<file path="src/design/rcma_pkg.sv">
// ----------------------------------------------------------------------------
// rcma_pkg
// Shared types and constants of the range-checked moving average.
// ----------------------------------------------------------------------------
package rcma_pkg;

    localparam int SAMPLE_W  = 16;
    localparam int CFG_IDX_W = 2;

    typedef logic signed [SAMPLE_W-1:0] sample_t;
    typedef logic [CFG_IDX_W-1:0]       cfg_idx_t;

    // register indexes of the configuration channel
    localparam cfg_idx_t REG_UPPER = 2'd0;
    localparam cfg_idx_t REG_LOWER = 2'd1;

    // limit reset values: 100.0 and -40.0 in Q8.8
    localparam sample_t UPPER_RESET = 16'sd25600;
    localparam sample_t LOWER_RESET = -16'sd10240;

    typedef enum logic [2:0] {
        ST_IDLE,
        ST_UPDATE,
        ST_START,
        ST_DIVIDE,
        ST_DONE
    } state_t;

    typedef struct packed {
        logic in_ready;
        logic ram_re;
        logic ram_we;
        logic div_start;
        logic load_out;
    } ctrl_t;

endpackage

</file>
<file path="src/design/rcma_if.sv">
// ----------------------------------------------------------------------------
// rcma channel interfaces
// Valid/ready channels for samples, results and configuration writes.
// ----------------------------------------------------------------------------
interface rcma_sample_if;
    logic               valid;
    logic               ready;
    rcma_pkg::sample_t  sample;

    modport source (output valid, output sample, input ready);
    modport sink   (input valid, input sample, output ready);
endinterface

interface rcma_result_if;
    logic               valid;
    logic               ready;
    rcma_pkg::sample_t  average;
    logic               rejected;

    modport source (output valid, output average, output rejected, input ready);
    modport sink   (input valid, input average, input rejected, output ready);
endinterface

interface rcma_cfg_if;
    logic               valid;
    logic               ready;
    rcma_pkg::cfg_idx_t index;
    rcma_pkg::sample_t  data;

    modport source (output valid, output index, output data, input ready);
    modport sink   (input valid, input index, input data, output ready);
endinterface

</file>
<file path="src/design/rcma_ram.sv">
// ----------------------------------------------------------------------------
// rcma_ram
// Generic single-write, single-read RAM with registered read data.
// ----------------------------------------------------------------------------
module rcma_ram #(
    parameter int WIDTH = 16,
    parameter int DEPTH = 10,
    localparam int ADDR_W = (DEPTH > 1) ? $clog2(DEPTH) : 1
) (
    input  logic                   clk,
    input  logic                   we,
    input  logic [ADDR_W-1:0]      waddr,
    input  logic [WIDTH-1:0]       wdata,
    input  logic                   re,
    input  logic [ADDR_W-1:0]      raddr,
    output logic [WIDTH-1:0]       rdata
);

    logic [WIDTH-1:0] mem [DEPTH];
    logic [WIDTH-1:0] rdata_reg;

    always_ff @(posedge clk)
    begin
        if (we)
        begin
            mem[waddr] <= wdata;
        end
        if (re)
        begin
            rdata_reg <= mem[raddr];
        end
    end

    assign rdata = rdata_reg;

endmodule

</file>
<file path="src/design/rcma_div.sv">
// ----------------------------------------------------------------------------
// rcma_div
// Bit-serial restoring divider: signed sum by unsigned nonzero count,
// quotient truncated toward zero, one quotient bit per cycle.
// ----------------------------------------------------------------------------
module rcma_div #(
    parameter int SUM_W = 20,
    parameter int CNT_W = 4
) (
    input  logic                    clk,
    input  logic                    rst_n,
    input  logic                    start,
    input  logic signed [SUM_W-1:0] dividend,
    input  logic [CNT_W-1:0]        divisor,
    output logic                    done,
    output logic signed [SUM_W-1:0] quotient
);

    localparam int ITER_W = $clog2(SUM_W + 1);

    logic                busy_reg,  busy_next;
    logic                done_reg,  done_next;
    logic [ITER_W-1:0]   iter_reg,  iter_next;
    logic [CNT_W:0]      rem_reg,   rem_next;
    logic [SUM_W-1:0]    quo_reg,   quo_next;
    logic [CNT_W-1:0]    dvs_reg,   dvs_next;
    logic                neg_reg,   neg_next;

    logic [CNT_W:0]      rem_shift;
    logic                fits;

    assign rem_shift = {rem_reg[CNT_W-1:0], quo_reg[SUM_W-1]};
    assign fits      = (rem_shift >= {1'b0, dvs_reg});

    always_comb
    begin
        busy_next = busy_reg;
        done_next = 1'b0;
        iter_next = iter_reg;
        rem_next  = rem_reg;
        quo_next  = quo_reg;
        dvs_next  = dvs_reg;
        neg_next  = neg_reg;
        if (start)
        begin
            busy_next = 1'b1;
            iter_next = ITER_W'(SUM_W);
            rem_next  = '0;
            quo_next  = dividend[SUM_W-1] ? (SUM_W'(0) - dividend) : dividend;
            dvs_next  = divisor;
            neg_next  = dividend[SUM_W-1];
        end
        else if (busy_reg)
        begin
            rem_next  = fits ? (rem_shift - {1'b0, dvs_reg}) : rem_shift;
            quo_next  = {quo_reg[SUM_W-2:0], fits};
            iter_next = iter_reg - ITER_W'(1);
            if (iter_reg == ITER_W'(1))
            begin
                busy_next = 1'b0;
                done_next = 1'b1;
            end
        end
    end

    always_ff @(posedge clk or negedge rst_n)
    begin
        if (!rst_n)
        begin
            busy_reg <= 1'b0;
            done_reg <= 1'b0;
            iter_reg <= '0;
        end
        else
        begin
            busy_reg <= busy_next;
            done_reg <= done_next;
            iter_reg <= iter_next;
        end
    end

    always_ff @(posedge clk)
    begin
        rem_reg <= rem_next;
        quo_reg <= quo_next;
        dvs_reg <= dvs_next;
        neg_reg <= neg_next;
    end

    assign done     = done_reg;
    assign quotient = neg_reg ? (SUM_W'(0) - quo_reg) : quo_reg;

endmodule

</file>
<file path="src/design/range_checked_moving_average.sv">
// ----------------------------------------------------------------------------
// range_checked_moving_average
// Limit check and moving average over signed Q8.8 sensor samples.
// ----------------------------------------------------------------------------
// Usage:
//   samples : one signed Q8.8 sample per request. Samples outside
//             [lower_limit, upper_limit] are flagged and not stored.
//   results : one request per sample, carrying the average over the last
//             WINDOW stored samples (or the sample itself when rejected
//             before anything is stored) and the rejected flag.
//   cfg     : index 0 writes upper_limit, index 1 writes lower_limit;
//             other indexes are dropped. Always ready; write only when idle.
// Flow: a stored sample passes through the update, start, divide and done
//   states; a rejected sample skips the update while samples are stored,
//   and with an empty store goes from idle straight to done. One sample at
//   a time: the input is ready again the cycle after the result is loaded.
// The result sits in an output register; the next sample is taken while it
//   waits. A stalled receiver holds the result, and a finished second result
//   waits inside the block until the register frees up.
// Reset clears the fill count, write position and running sum and loads the
//   default limits (100.0 and -40.0).
// ----------------------------------------------------------------------------
module range_checked_moving_average #(
    parameter int WINDOW = 10
) (
    input  logic        clk,
    input  logic        rst_n,
    rcma_sample_if.sink samples,
    rcma_result_if.source results,
    rcma_cfg_if.sink    cfg
);

    localparam int PTR_W = (WINDOW > 1) ? $clog2(WINDOW) : 1;
    localparam int CNT_W = $clog2(WINDOW + 1);
    localparam int SUM_W = rcma_pkg::SAMPLE_W + CNT_W;

    rcma_pkg::state_t  state_reg, state_next;
    rcma_pkg::ctrl_t   ctrl;

    rcma_pkg::sample_t upper_reg, lower_reg;
    rcma_pkg::sample_t sample_reg;
    logic              rej_reg;
    rcma_pkg::sample_t res_reg;

    logic signed [SUM_W-1:0] sum_reg, sum_next;
    logic [CNT_W-1:0]        count_reg, count_next;
    logic [PTR_W-1:0]        wpos_reg, wpos_next;

    logic                    out_valid_reg;
    rcma_pkg::sample_t       out_avg_reg;
    logic                    out_rej_reg;

    logic                    accept;
    logic                    out_of_range;
    logic                    full;
    logic [rcma_pkg::SAMPLE_W-1:0] ram_rdata;
    logic                    div_done;
    logic signed [SUM_W-1:0] div_quotient;
    logic signed [SUM_W-1:0] old_ext;

    assign accept       = samples.valid && ctrl.in_ready;
    assign out_of_range = (samples.sample > upper_reg) || (samples.sample < lower_reg);
    assign full         = (count_reg == CNT_W'(WINDOW));
    assign old_ext      = full ? SUM_W'(signed'(ram_rdata)) : '0;

    // next state
    always_comb
    begin
        state_next = state_reg;
        case (state_reg)
            rcma_pkg::ST_IDLE:
            begin
                if (accept)
                begin
                    if (!out_of_range)
                    begin
                        state_next = rcma_pkg::ST_UPDATE;
                    end
                    else if (count_reg == '0)
                    begin
                        state_next = rcma_pkg::ST_DONE;
                    end
                    else
                    begin
                        state_next = rcma_pkg::ST_START;
                    end
                end
            end
            rcma_pkg::ST_UPDATE: state_next = rcma_pkg::ST_START;
            rcma_pkg::ST_START:  state_next = rcma_pkg::ST_DIVIDE;
            rcma_pkg::ST_DIVIDE:
            begin
                if (div_done)
                begin
                    state_next = rcma_pkg::ST_DONE;
                end
            end
            rcma_pkg::ST_DONE:
            begin
                if (!out_valid_reg || results.ready)
                begin
                    state_next = rcma_pkg::ST_IDLE;
                end
            end
            default: state_next = rcma_pkg::ST_IDLE;
        endcase
    end

    // control outputs
    always_comb
    begin
        ctrl = '0;
        case (state_reg)
            rcma_pkg::ST_IDLE:
            begin
                ctrl.in_ready = 1'b1;
                ctrl.ram_re   = 1'b1;
            end
            rcma_pkg::ST_UPDATE: ctrl.ram_we    = 1'b1;
            rcma_pkg::ST_START:  ctrl.div_start = 1'b1;
            rcma_pkg::ST_DIVIDE: ctrl = '0;
            rcma_pkg::ST_DONE:   ctrl.load_out  = !out_valid_reg || results.ready;
            default:             ctrl = '0;
        endcase
    end

    // window state update
    always_comb
    begin
        sum_next   = sum_reg;
        count_next = count_reg;
        wpos_next  = wpos_reg;
        if (ctrl.ram_we)
        begin
            // drop the oldest entry once the window is full
            sum_next = sum_reg - old_ext + SUM_W'(sample_reg);
            if (!full)
            begin
                count_next = count_reg + CNT_W'(1);
            end
            wpos_next = (wpos_reg == PTR_W'(WINDOW - 1)) ? '0 : wpos_reg + PTR_W'(1);
        end
    end

    always_ff @(posedge clk or negedge rst_n)
    begin
        if (!rst_n)
        begin
            state_reg     <= rcma_pkg::ST_IDLE;
            upper_reg     <= rcma_pkg::UPPER_RESET;
            lower_reg     <= rcma_pkg::LOWER_RESET;
            sum_reg       <= '0;
            count_reg     <= '0;
            wpos_reg      <= '0;
            out_valid_reg <= 1'b0;
        end
        else
        begin
            state_reg <= state_next;
            sum_reg   <= sum_next;
            count_reg <= count_next;
            wpos_reg  <= wpos_next;
            if (cfg.valid && cfg.index == rcma_pkg::REG_UPPER)
            begin
                upper_reg <= cfg.data;
            end
            if (cfg.valid && cfg.index == rcma_pkg::REG_LOWER)
            begin
                lower_reg <= cfg.data;
            end
            if (ctrl.load_out)
            begin
                out_valid_reg <= 1'b1;
            end
            else if (results.ready)
            begin
                out_valid_reg <= 1'b0;
            end
        end
    end

    always_ff @(posedge clk)
    begin
        if (accept)
        begin
            sample_reg <= samples.sample;
            rej_reg    <= out_of_range;
            res_reg    <= samples.sample;
        end
        else if (div_done)
        begin
            res_reg <= div_quotient[rcma_pkg::SAMPLE_W-1:0];
        end
        if (ctrl.load_out)
        begin
            out_avg_reg <= res_reg;
            out_rej_reg <= rej_reg;
        end
    end

    rcma_ram #(
        .WIDTH (rcma_pkg::SAMPLE_W),
        .DEPTH (WINDOW)
    ) u_store (
        .clk   (clk),
        .we    (ctrl.ram_we),
        .waddr (wpos_reg),
        .wdata (sample_reg),
        .re    (ctrl.ram_re),
        .raddr (wpos_reg),
        .rdata (ram_rdata)
    );

    rcma_div #(
        .SUM_W (SUM_W),
        .CNT_W (CNT_W)
    ) u_div (
        .clk      (clk),
        .rst_n    (rst_n),
        .start    (ctrl.div_start),
        .dividend (sum_reg),
        .divisor  (count_reg),
        .done     (div_done),
        .quotient (div_quotient)
    );

    assign samples.ready    = ctrl.in_ready;
    assign cfg.ready        = 1'b1;
    assign results.valid    = out_valid_reg;
    assign results.average  = out_avg_reg;
    assign results.rejected = out_rej_reg;

endmodule

</file>
<file path="src/flat_wrapper.sv">
// flat-port wrapper written by rule: the top's interface ports become plain ports
module range_checked_moving_average_flat 
#(
    parameter int WINDOW = 10
)
  (clk, rst_n, samples_valid, samples_sample, samples_ready, results_valid, results_average, results_rejected, results_ready, cfg_valid, cfg_index, cfg_data, cfg_ready);
  rcma_sample_if samples_i ();
  rcma_result_if results_i ();
  rcma_cfg_if cfg_i ();
  input  logic clk;
  input  logic rst_n;
  input wire logic [$bits(samples_i.valid)-1:0] samples_valid;
  input wire logic [$bits(samples_i.sample)-1:0] samples_sample;
  output wire logic [$bits(samples_i.ready)-1:0] samples_ready;
  output wire logic [$bits(results_i.valid)-1:0] results_valid;
  output wire logic [$bits(results_i.average)-1:0] results_average;
  output wire logic [$bits(results_i.rejected)-1:0] results_rejected;
  input wire logic [$bits(results_i.ready)-1:0] results_ready;
  input wire logic [$bits(cfg_i.valid)-1:0] cfg_valid;
  input wire logic [$bits(cfg_i.index)-1:0] cfg_index;
  input wire logic [$bits(cfg_i.data)-1:0] cfg_data;
  output wire logic [$bits(cfg_i.ready)-1:0] cfg_ready;
  assign samples_i.valid = samples_valid;
  assign samples_i.sample = samples_sample;
  assign samples_ready = samples_i.ready;
  assign results_valid = results_i.valid;
  assign results_average = results_i.average;
  assign results_rejected = results_i.rejected;
  assign results_i.ready = results_ready;
  assign cfg_i.valid = cfg_valid;
  assign cfg_i.index = cfg_index;
  assign cfg_i.data = cfg_data;
  assign cfg_ready = cfg_i.ready;
  range_checked_moving_average #(.WINDOW(WINDOW)) u_core (.clk(clk), .rst_n(rst_n), .samples(samples_i), .results(results_i), .cfg(cfg_i));
endmodule
</file>
<file path="config.mk">
export PLATFORM = sky130hd
export DESIGN_NAME = range_checked_moving_average_flat
export DESIGN_NICKNAME = d
export VERILOG_FILES = /design/src/design/rcma_pkg.sv /design/src/design/rcma_if.sv /design/src/design/rcma_ram.sv /design/src/design/rcma_div.sv /design/src/design/range_checked_moving_average.sv /design/src/flat_wrapper.sv
export SDC_FILE = /design/constraint.sdc
export NUM_CORES = 1
export LEC_CHECK = 0
export BUFFER_PORTS_ARGS = -buffer_cell sky130_fd_sc_hd__buf_2
export CORE_MARGIN = 5
export CORE_UTILIZATION = 45
export DETAILED_ROUTE_END_ITERATION = 7
export RECOVER_POWER = 100
export SETUP_SLACK_MARGIN = 0.05
export SLEW_MARGIN = 20
export SYNTH_ARGS = -nofsm -noshare
export SYNTH_HDL_FRONTEND = slang
export SYNTH_SLANG_ARGS = --single-unit
</file>
<file path="constraint.sdc">
create_clock -name clk -period 3.3 [get_ports clk]
set_input_delay 0.33 -clock clk [delete_from_list [all_inputs] [get_ports clk]]
set_output_delay 0.33 -clock clk [all_outputs]
set_load 0.01 [all_outputs]
</file>
; ---- Yosys cells after proc, flatten, opt, wreduce, memory -nomap -nowiden
; Memories as Yosys holds them, arrays and structs flattened. A register that Yosys moved wholly into a read port is not among the register bits.
; Cells that the tools add are included.
[classes]
div_mod_pow = 0
bitwise_logic = 1
shift = 0
muxes = 31
magnitude_cmp = 3
n_mul = 0
add_sub_neg = 8
n_eq_ne = 11
n_reduce_logical = 14
[ops]
columns = op, count
row1 = 2-to-1 mux 20 bit, 4
row2 = 2-to-1 mux 16 bit, 3
row3 = adder 20 x 16 -> 20 bit, 1
row4 = subtractor 1 x 20 -> 20 bit (first input constant), 1
row5 = subtractor 20 bit, 1
row6 = greater-than comparator 16 bit, 1
row7 = less-than comparator 16 bit, 1
row8 = subtractor 1 x 16 -> 16 bit (first input constant), 1
row9 = 2-to-1 mux 3 bit, 5
row10 = one-hot mux 3 bit (5 select lines), 1
row11 = 2-to-1 mux 1 bit, 13
row12 = 2-to-1 mux 5 bit, 2
row13 = adder 4 x 1 -> 4 bit (second input constant), 2
row14 = == test 4 bit (second input constant), 2
row15 = 2-to-1 mux 4 bit, 2
row16 = == test 3 x 2 -> 1 bit (second input constant), 2
row17 = nonzero test 2 bit, 3
row18 = == test 5 x 1 -> 1 bit (second input constant), 1
row19 = >= comparator 5 x 4 -> 1 bit, 1
row20 = subtractor 5 x 1 -> 5 bit (second input constant), 1
row21 = zero test 4 bit, 1
row22 = != test 2 x 1 -> 1 bit (second input constant), 2
row23 = subtractor 4 bit, 1
row24 = == test 3 x 1 -> 1 bit (second input constant), 1
row25 = 12 further kinds, 15
[totals]
ram_bits = 160
latch_bits = 0
input_bits = 39
mem_bits_ro = 0
out_inout_bits = 20
regBits = 150
memories = 1
[memory_table]
columns = name, words, width, read_ports, rd_clocked_by_memory_dff, wr, line_no
row1 = u_core.u_store.mem, 10, 16, 1, 1, 1, rcma_ram.sv:19  ; logic [WIDTH-1:0] mem [DEPTH];

; ---- Logic depth before layout (Yosys ltp)
[logic_depth]
depth_word = 5
depth_mapped = 16
mapped_depth_nobuf = 15

; ---- Cells and area by module
; Synthesis repeated with hierarchy kept, for this count alone.
[unflattened]
cells_unflattened = 1268
hier_area_um2 = 16130.5
[by_module_without_submodules]
columns = module, area_each_um2, seq_area_each_um2, n_inst, cells_per_inst
row1 = rcma_ram, 6872.8, 5285.1, 1, 358
row2 = range_checked_moving_average, 6760.2, 3111.7, 1, 641
row3 = rcma_div, 2497.4, 1006.0, 1, 269

; ---- Least setup slack after synthesis
; Ideal clock, no wire load.
[synth_path]
kind = register to register
startpoint = register u_core.count_reg[0]
endpoint = register u_core.sum_reg[19]
arrival_time_ns = 3.507
path_stages_with_launch = 17
n_path_buf = 2
setup_slack_ns = -0.341
synth_period_minus_slack_ns = 3.641
path_cell_list = dfrtp_1 > inv_1 > ha_1 > and3b_1 > clkbuf_1 > clkbuf_1 > and2_1 > fa_1 > inv_1 > ha_1 > nand4_1 > a2111oi_0 > o31ai_1 > a21boi_0 > a21boi_0 > o211a_1 > xnor2_1
[synth_between]
elab_chain_cells = 4
[synth_rtl]
columns = element, line_no
row1 = start: declaration, range_checked_moving_average.sv:46  ; logic [CNT_W-1:0] count_reg, count_next;
row2 = start signal: assignment, range_checked_moving_average.sv:161  ; count_reg <= count_next;
row3 = == test 4 bit, range_checked_moving_average.sv:63  ; assign full = (count_reg == CNT_W'(WINDOW));
row4 = 2-to-1 mux 20 bit, range_checked_moving_average.sv:64  ; assign old_ext = full ? SUM_W'(signed'(ram_rdata)) : '0;
row5 = subtractor 20 bit, range_checked_moving_average.sv:136  ; sum_next = sum_reg - old_ext + SUM_W'(sample_reg);
row6 = adder 20 x 16 -> 20 bit, range_checked_moving_average.sv:136
row7 = end signal: assignment, range_checked_moving_average.sv:160  ; sum_reg <= sum_next;
row8 = end: declaration, range_checked_moving_average.sv:45  ; logic signed [SUM_W-1:0] sum_reg, sum_next;
; Every way passes these cells.
; A chain may end at the register's enable or synchronous reset.

; ---- Worst setup path in the final report
[layout_path]
startpoint = register u_core.count_reg[1]
endpoint = register u_core.sum_reg[19]
; The elaborated chain is that of the path after synthesis.

==> flow_metrics.py <==
metrics = {
    "critical_path": {
        "path_buf_inv": 5,
        "crit_path_end_kind": "register",
        "crit_type": "register to register",
        "required_ps": 3700,
        "reg2regPathDepth": 17,
        "worst_path_most_repeated_cell": "a21boi_2",
        "max_stage_delay_ps": 480,
        "cpLargestDelayFamily": "adder cells",
        "r2r_setup_slack_ps": -240,
        "path_cells": "ha_2, and3b_2, buf_12, buf_8, and2_4, fa_1, inv_2, ha_4, nand4_1, a2111oi_4, buf_4, o31ai_4, a21boi_2, buf_6, a21boi_2, o211a_1, xnor2_1",
        "crit_arrival_ps": 3940,
        "crit_fanout": 6,
        "r2r-end": "u_core.sum_reg[19]",
        "crit_slowest_cell": "fa_1",
        "timing.rr.start": "u_core.count_reg[1]",
        "start_kind": "register",
    },
    "drt": {
        "drc": 0,
        "vias": 9587,
        "post_drt_wl_per_cell_um": 18.9,
        "firstDrtPassIters": 5,
        "drtIter0Drc": 653,
        "antenna_left": 0,
        "routed_wl_mm": 34.5,
        "viasPerCell": 5.26,
    },
    "timing": {
        "relSlewSlack_pct": 40.2,
        "fmax_ghz": 0.282,
        "holdWs_ps": 25.2,
        "setup_violations": 12,
        "worst_slew_pin_slew_ps": 897,
        "hold_viol": 0,
        "slew_viol_final": 0,
        "grt_setup_unrepaired": "true",
        "fin_skew_ps": 14.9,
        "period_share_pct": 107,
        "fin_ws_ps": -242,
        "min_period_ps": 3540,
    },
    "outcome": {
        "violations": "negative setup slack",
        "status": "finished, violations left",
    },
    "die": {
        "core-area_um2": 34300,
        "die_area_um2": 38200,
        "core.rowCount": 68,
        "pin_count": 59,
        "die_h_um": 196,
        "die_x_um": 196,
        "initial_utilization_pct": 45.2,
    },
    "yosys": {
        "synth_edf_count": 251,
        "yosysSeqAreaShare_pct": 60.7,
        "avgSynthCellArea_um2": 13.1,
        "synthTopCellsByArea": "edfxtp_1 49%, dfrtp_1 10%, ha_1 5.0%",
        "synth_top_area_share_pct": 48.7,
        "yosysWarnings": 0,
        "synth_top_area_cell": "edfxtp_1",
        "ys.flop_type": "edfxtp_1",
        "synthesis.nets": 1305,
        "syn_inst": 1184,
        "syn_area_um2": 15500,
        "yosysUniqueCellTypes": 67,
        "async_reset_ff_share_pct": 21.8,
        "ys_seq_elements": 326,
    },
    "pwr": {
        "seq_power_share_pct": 37.1,
        "finalPower_w": 0.0153,
        "swShare_pct": 33.5,
        "p_per_area_nw_per_um2": 825,
        "p_int_w": 0.0102,
        "combinationalPowerShare_pct": 36.7,
        "clkPwrFrac_pct": 26.2,
        "p_leak_nw": 7.19,
        "p_switching_w": 0.00514,
        "vdd_drop_max_v": 0.000434,
    },
    "layout": {
        "layout_commonest_cell": "edfxtp_1",
        "largest_reg_flops": 160,
        "antenna_cells": 0,
        "nFillCells": 2822,
        "area_growth_pct": 19.9,
        "final_layout_size_suffix_gt1_share_pct": 23.8,
        "final_cell_mix": "251 x edfxtp_1, 117 x inv_1, 108 x nand2_1, 100 x buf_4, 77 x o21ai_0",
        "fin_nets": 1463,
    },
    "grt": {
        "grt_pass1_wl_mm": 54.1,
        "antenna_found_initial": 0,
        "gr-total-overflow": 0,
        "grt_start_max_net_pins": 62,
        "first_global_vias": 9736,
        "grt_usage_pct": 17.9,
    },
    "clock_tree": {
        "cts_num_sinks": 326,
        "htree_num_levels": 2,
        "clock_path_buffers": 3,
        "clk_latency_ps": 530,
        "cts_tree": "done",
        "clock-root-buffer": "clkbuf_16",
        "clkTransAtPathRegs_ps": 60,
        "cts_buffers": 35,
    },
    "worst_hold_path": {
        "min_path_type": "input port to register",
        "whs_path_depth": 3,
        "hold-path-endpoint": "u_core.upper_reg[7]",
        "min_from": "cfg_data[7]",
    },
    "run": {
        "cap_violations": 0,
    },
    "placed_design": {
        "gp_congestion": 0.891,
        "portBuffers": 57,
        "post-dp-hpwl_mm": 23.6,
    },
}
## power groups by stage
| stage | Clock [W] | Combinational (W) | Sequential [W] |
|---|---|---|---|
| 2_1_floorplan | 0 | 0.00379 | 0.00548 |
| 3_3_place_gp | 0 | 0.00518 | 0.00574 |
| 3_5_place_dp | 0 | 0.00525 | 0.00575 |
| 4_1_cts | 0.00410 | 0.00537 | 0.00568 |
| 5_1_grt | 0.00429 | 0.00626 | 0.00575 |
| 6_report | 0.00402 | 0.00562 | 0.00568 |
## worst max path at each step
stage | start | to | slack [ps] | cells past startpoint
6_report | u_core.count_reg[1] | u_core.sum_reg[19] | -240 | 17
5_1_grt | u_core.count_reg[1] | u_core.sum_reg[14] | -350 | 17
4_1_cts | u_core.count_reg[0] | u_core.sum_reg[19] | -120 | 17
3_5_place_dp | u_core.count_reg[0] | u_core.sum_reg[17] | -200 | 17
3_3_place_gp | u_core.count_reg[0] | u_core.sum_reg[19] | -230 | 17
2_1_floorplan | u_core.count_reg[0] | u_core.sum_reg[19] | -140 | 16
## layer usage
layer	share of wire (%)	wire (um)	GRT usage (%)	vias up
met5	0	0	0	-
met4	1.7	602	4.37	0
met3	4.1	1410	2.93	34
met2	49	17000	29.7	172
met1	45	15400	25.0	4781
li1	-	-	-	4600
## stage by stage
| stage | TNS [ps] | setup slack [ps] | instances | area [um2] | utilization, % |
|---|---|---|---|---|---|
| global placement | -673 | -228 | 1750 | 17100 | 49.9 |
| finish | -1640 | -242 | 1823 | 18600 | 54.2 |
| global route | -3190 | -354 | 1823 | 18600 | 54.2 |
| floorplan | -146 | -140 | 1184 | 15600 | - |
| CTS | -550 | -122 | 1817 | 18300 | 53.5 |
| detailed placement | -869 | -205 | 1750 | 17100 | 49.9 |
## Yosys cell counts, types with 2 or more instances
cell and number:
dfrtp_1 64, or3_1 2, nand2b_1 10, a21oi_1 46, nor2_1 35, inv_1 122
or2_2 3, a21o_1 12, clkbuf_1 40, a41oi_1 3, fa_1 20, a21boi_0 3
nand3b_1 2, dfxtp_1 4, buf_1 4, a31oi_1 2, nor2b_1 25, and3_1 2
or4b_2 2, nor3_1 12, nand4_1 14, o211ai_1 3, mux2i_1 22, or4_1 2
nor3b_1 3, o22ai_1 2, nand3_1 9, a211oi_1 23, mux4_2 32, o21ai_0 86
and2_1 19, edfxtp_1 251, a221oi_1 2, o41ai_1 4, nand2_1 111, mux2_2 19
ha_1 62, o221ai_1 3, o31ai_1 14, and4_1 2, xnor2_1 36, dfstp_2 7
xor2_1 21
## layout make-up
| cell class | count | area (um2) | share of cell area [%] |
|---|---|---|---|
| clock buffers | 42 | 922 | 4.97 |
| clock inverters | 21 | 259 | 1.39 |
| inverters | 123 | 462 | 2.49 |
| multi-input cells | 689 | 5800 | 31.2 |
| flip-flops and latches | 326 | 9410 | 50.7 |
| well taps | 455 | 569 | 3.07 |
| repair buffers | 167 | 1150 | 6.19 |
## worst min-delay path, stage by stage
cell,delay (ps)
buf_2,90
nand2_1,40
o21ai_0,50
## kinds of logic after synthesis
kind of cell | after synthesis | synth area share [%]
adder cells (fa/ha/maj) | 82 | 7.59
XOR/XNOR | 57 | 3.22
AND/OR/NAND/NOR | 261 | 8.34
AO/OA/AOI/OAI | 215 | 8.52
multiplexers | 73 | 7.46
other | 1 | 0.0242
buffers and inverters | 169 | 4.13
flip-flops | 326 | 60.7
## what timing repair did
| action | CTS | global route |
|---|---|---|
| setup buffers | 3 | 6 |
| cloned | 0 | 0 |
| endpoints found under the setup margin | 12 | 14 |
| resized for setup | 10 | 42 |
| endpoints found under the hold margin | 53 | 0 |
| hold buffers | 1 | 0 |
| pin swaps | 10 | 23 |
Power figures use the tool's default switching activity.
